===== config.mk =====
export PLATFORM = sky130hd
export DESIGN_NAME = pidc_cfg_regs
export DESIGN_NICKNAME = d
export VERILOG_FILES = /design/src/design/pid_controller_step_core_assert.svh /design/src/design/pidc_pkg.sv /design/src/design/pidc_cfg_regs.sv
export SDC_FILE = /design/constraint.sdc
export NUM_CORES = 1
export LEC_CHECK = 0
export ABC_AREA = 0
export BUFFER_PORTS_ARGS = -buffer_cell sky130_fd_sc_hd__clkbuf_2
export CORE_UTILIZATION = 34
export DETAILED_ROUTE_END_ITERATION = 16
export HOLD_SLACK_MARGIN = 0.03
export MAX_ROUTING_LAYER = met4
export PLACE_DENSITY = 0.54
export SLEW_MARGIN = 0
export SYNTH_ARGS = -nofsm -noshare
export SYNTH_HDL_FRONTEND = slang
export SYNTH_SLANG_ARGS = --single-unit

===== constraint.sdc =====
create_clock -name clk -period 1.5 [get_ports clk]
set_clock_uncertainty 0.2 [all_clocks]
set_input_delay 0.15 -clock clk [delete_from_list [all_inputs] [get_ports clk]]
set_output_delay 0.15 -clock clk [all_outputs]
set_load 0.01 [all_outputs]

===== src/design/pid_controller_step_core_assert.svh =====
// ----------------------------------------------------------------------------
// pid_controller_step_core_assert.svh
// Assertion macros shared by the PID controller step core.
// ----------------------------------------------------------------------------
`ifndef PID_CONTROLLER_STEP_CORE_ASSERT_SVH
`define PID_CONTROLLER_STEP_CORE_ASSERT_SVH

// Checks that the consequent holds in the cycle after the antecedent.
`define PIDC_ASSERT_NEXT(label, ante, cons, msg) \
    label: assert property (@(posedge clk) disable iff (!rst_n) (ante) |=> (cons)) \
        else $error(msg);

// Checks that the consequent holds in the same cycle as the antecedent.
`define PIDC_ASSERT_NOW(label, ante, cons, msg) \
    label: assert property (@(posedge clk) disable iff (!rst_n) (ante) |-> (cons)) \
        else $error(msg);

`endif


===== src/design/pidc_pkg.sv =====
// ----------------------------------------------------------------------------
// pidc_pkg
// Types, constants and saturation helpers for the PID controller step core.
// ----------------------------------------------------------------------------
package pidc_pkg;

    localparam int DATA_W        = 32;
    localparam int FRAC_BITS_DEF = 16;
    localparam int SUM_W         = DATA_W + 2;
    localparam int IDX_W         = 4;

    typedef logic signed [DATA_W-1:0] data_t;
    typedef logic signed [DATA_W:0]   wide_t;
    typedef logic signed [SUM_W-1:0]  sum_t;
    typedef logic [IDX_W-1:0]         cfg_idx_t;

    localparam data_t DATA_MAX = {1'b0, {(DATA_W-1){1'b1}}};
    localparam data_t DATA_MIN = {1'b1, {(DATA_W-1){1'b0}}};

    typedef enum logic [IDX_W-1:0] {
        REG_GAIN_P        = 4'd0,
        REG_INTEGRAL_COEF = 4'd1,
        REG_DERIV_COEF    = 4'd2,
        REG_DERIV_POLE    = 4'd3,
        REG_INT_MAX       = 4'd4,
        REG_INT_MIN       = 4'd5,
        REG_OUT_MAX       = 4'd6,
        REG_OUT_MIN       = 4'd7
    } reg_idx_t;

    typedef struct packed {
        data_t gain_p;
        data_t integral_coef;
        data_t deriv_coef;
        data_t deriv_pole;
        data_t int_max;
        data_t int_min;
        data_t out_max;
        data_t out_min;
    } cfg_t;

    typedef struct packed {
        data_t target;
        data_t sensed;
        logic  clear_integral;
    } in_item_t;

    typedef struct packed {
        data_t drive;
        data_t integral_now;
    } out_item_t;

    function automatic data_t sat_sum(input sum_t x);
        logic fits;
        fits = (&x[SUM_W-1:DATA_W-1]) || !(|x[SUM_W-1:DATA_W-1]);
        if (fits)
            return x[DATA_W-1:0];
        else if (x[SUM_W-1])
            return DATA_MIN;
        else
            return DATA_MAX;
    endfunction

    // The upper limit is tested first; crossed limits give hi if x > hi, else lo.
    function automatic data_t clamp(input data_t x, input data_t lo, input data_t hi);
        if (x > hi)
            return hi;
        else if (x < lo)
            return lo;
        else
            return x;
    endfunction

endpackage


===== src/design/pidc_cfg_regs.sv =====
// ----------------------------------------------------------------------------
// pidc_cfg_regs
// Coefficient and limit registers, written through a plain write port.
// ----------------------------------------------------------------------------
module pidc_cfg_regs
    import pidc_pkg::*;
#(
    parameter int FRAC_BITS = FRAC_BITS_DEF
)
(
    input  logic              clk,
    input  logic              rst_n,
    input  logic              cfg_we,
    input  cfg_idx_t          cfg_index,
    input  logic [DATA_W-1:0] cfg_data,
    output cfg_t              cfg
);

    localparam data_t GAIN_ONE = DATA_W'(1) << FRAC_BITS;

    cfg_t cfg_reg;
    cfg_t cfg_next;

    always_comb
    begin
        cfg_next = cfg_reg;
        if (cfg_we)
        begin
            unique case (cfg_index)
                REG_GAIN_P:        cfg_next.gain_p        = cfg_data;
                REG_INTEGRAL_COEF: cfg_next.integral_coef = cfg_data;
                REG_DERIV_COEF:    cfg_next.deriv_coef    = cfg_data;
                REG_DERIV_POLE:    cfg_next.deriv_pole    = cfg_data;
                REG_INT_MAX:       cfg_next.int_max       = cfg_data;
                REG_INT_MIN:       cfg_next.int_min       = cfg_data;
                REG_OUT_MAX:       cfg_next.out_max       = cfg_data;
                REG_OUT_MIN:       cfg_next.out_min       = cfg_data;
                default:           cfg_next               = cfg_reg;
            endcase
        end
    end

    always_ff @(posedge clk or negedge rst_n)
    begin
        if (!rst_n)
        begin
            cfg_reg.gain_p        <= GAIN_ONE;
            cfg_reg.integral_coef <= '0;
            cfg_reg.deriv_coef    <= '0;
            cfg_reg.deriv_pole    <= '0;
            cfg_reg.int_max       <= DATA_MAX;
            cfg_reg.int_min       <= DATA_MIN;
            cfg_reg.out_max       <= DATA_MAX;
            cfg_reg.out_min       <= DATA_MIN;
        end
        else
        begin
            cfg_reg <= cfg_next;
        end
    end

    assign cfg = cfg_reg;

endmodule


==> flow_summary.toml <==
[routing]
wl_per_cell_um = 19.8
drt_pass1_iterations = 4
routed_wl_um = 26500
ant_nets = 0
drc = 0
num_vias = 6144
vias_per_cell = 4.58
initialDrtViolationCount = 205

[grt]
antenna_found_initial = 0
grt_pass1_wl_um = 39000
grt_pass1_vias = 6284
grt.total_usage_pct = 18.1
grt-ovfl-total = 0
grt_max_degree = 72

[hold_path]
min_path_type = "input pin to asynchronous set/reset pin"

[worst_setup_path]
crit_family = "flip-flops"
startpoint_type = "register"
worstPathRequired_ns = 1.15
worstSetupEndpointType = "output pin"
crit_path_max_incr_delay_ns = 0.55
r2r_setup_slack_ns = 0.36
timing.setup.critical_path_class = "register to output pin"
path_cells = "buf_8"
cp_max_fo = 2
critPathArrivalTime_ns = 1.19
worst-path-buf-inv = 1
critPathSlowestCell = "dfstp_2"

[timing]
rsz0062_at_grt = "yes"
fin_crit_sh_pct = 103
hold_viol = 0
slew_violations = 0
finalSetupViolCount = 65
relSlewSlack_pct = 66.4
timing.final.ws_setup_ns = -0.0425
tightest_slew_ns = 0.503
max_freq_mhz = 648
period_needed_ns = 1.54

[yosys]
synth_seq_area_share_pct = 66.6
ys_types = 17
synth.top_cell.area_share_pct = 49.0
synth.cell_area_um2 = 9750
syn-num-nets = 591
syn_inst = 552
ys_ff_latch = 256
ys_top_cells_by_area = "dfrtp_1 49%, mux2_2 26%, dfstp_2 18%"
yosysTopAreaCell = "dfrtp_1"
synth_area_per_cell_um2 = 17.7
yosysWarnings = 0

[cts]
clkSinkCount = 256
htree_levels = 1
clk_path_buf_depth = 3
cts_made_buffers = 28
clk_pin_slew_ns = 0.06
cts_tree = "built"
clk_latency_ns = 0.53
root_buffer = "clkbuf_16"

[pwr]
power_per_cell_area_nw_per_um2 = 1600
leakagePower_nw = 6.78
vdd_drop_max_v = 0.000948

[final_layout]
layout.cells.non_filler = 1342
largest_reg_flops = 256
final_common_cell = "clkbuf_2"
n_antenna_cell = 0
layout-drive-gt1-share_pct = 74.7
area_growth_pct = 45.1
final_util_pct = 50.5
layout_common_cells = "228 x clkbuf_2, 225 x mux2_2, 191 x dfrtp_1"
nets = 981

[floorplan]
fp.dieW_um = 171
die_y_um = 171
dieArea_um2 = 29300
rows = 61
start_util_pct = 34.8
design.core.area_um2 = 28000
ios = 295

[status]
status = "finished with violations"
violations = "setup timing"

[placement]
gp_congestion = 0.731
dp_hpwl_um = 17800
place_ws_ns = -0.255
port-buffer-count = 294
dp.cells = 1232

[job]
maxCapViolCount = 0
==> where the power goes <==
part           internal, mW  switching (mW)  leakage, nW  total [mW]
combinational          3.32            2.44         3.28        5.77
sequential             8.83           0.957         3.02        9.79
clock                  4.40            2.72        0.474        7.12
total                  16.6            6.12         6.78        22.7
==> logic make-up after synthesis <==
| family | synth area share (%) |
|---|---|
| AND/OR/NAND/NOR | 1.03 |
| buffers and inverters | 1.68 |
| flip-flops | 66.6 |
| multiplexers | 30.7 |
==> final timing paths <==
kind,from,end,depth (start not counted)
max,cfg[36],cfg[36],1
min,rst_n,cfg[183],3
max reg2reg,cfg[99],cfg[99],3
min reg2reg,cfg[134],cfg[134],1
max in group asynchronous,rst_n,cfg[45],5
min in group clk,cfg_index[1],cfg[127],4
==> synthesized netlist by cell type <==
cell type	instances
nor3b_2	3
and3_1	1
nor2_1	2
dfrtp_1	191
dfstp_2	65
nand3b_4	1
nand2_1	2
clkbuf_2	1
buf_2	19
mux2_4	30
or3_1	1
mux2_2	225
mux2_1	1
clkbuf_1	2
buf_6	3
nand3b_1	2
buf_4	3
==> layer usage <==
metal	vias up	track usage (%)	wire length, um
met4	0	4.62	654
met5	-	-	0
met1	3164	24.0	11900
li1	2743	-	-
met2	193	28.1	12400
met3	44	4.21	1580
==> cell type report <==
type                    instances  area [um2]
fillers                      2440       13900
flip-flops and latches        256        6490
multi-input cells             268        3120
repair buffers                388        3100
clock buffers                  46         860
well taps                     378         473
clock inverters                 6         105
==> worst register-to-register path, cell delays in order (launching register included) <==
cell and delay, ns:
dfstp_2 0.38, buf_4 0.12, buf_4 0.13, mux2_4 0.25
==> per-stage QoR <==
step	power (mW)	TNS (ns)	cell area [um2]	hold slack [ns]
global placement	14.6	-48.16	12000	-0.196
detailed placement	14.6	-48.37	12000	-0.196
floorplan	12.1	-0.299	9800	-0.346
finish	22.7	-1.69	14100	0.0350
global route	23.8	-4.28	14100	0.0628
CTS	22.5	-5.35	13900	0.0454
==> what timing repair did <==
action	in CTS	in global routing
endpoints found under the setup margin	65	156
resized for setup	46	90
pin swaps	0	0
buffers inserted	14	5
hold buffers	38	1
hold endpoints to repair	512	13
gates cloned	0	1
No activity file was read; power rests on OpenSTA's default activity.
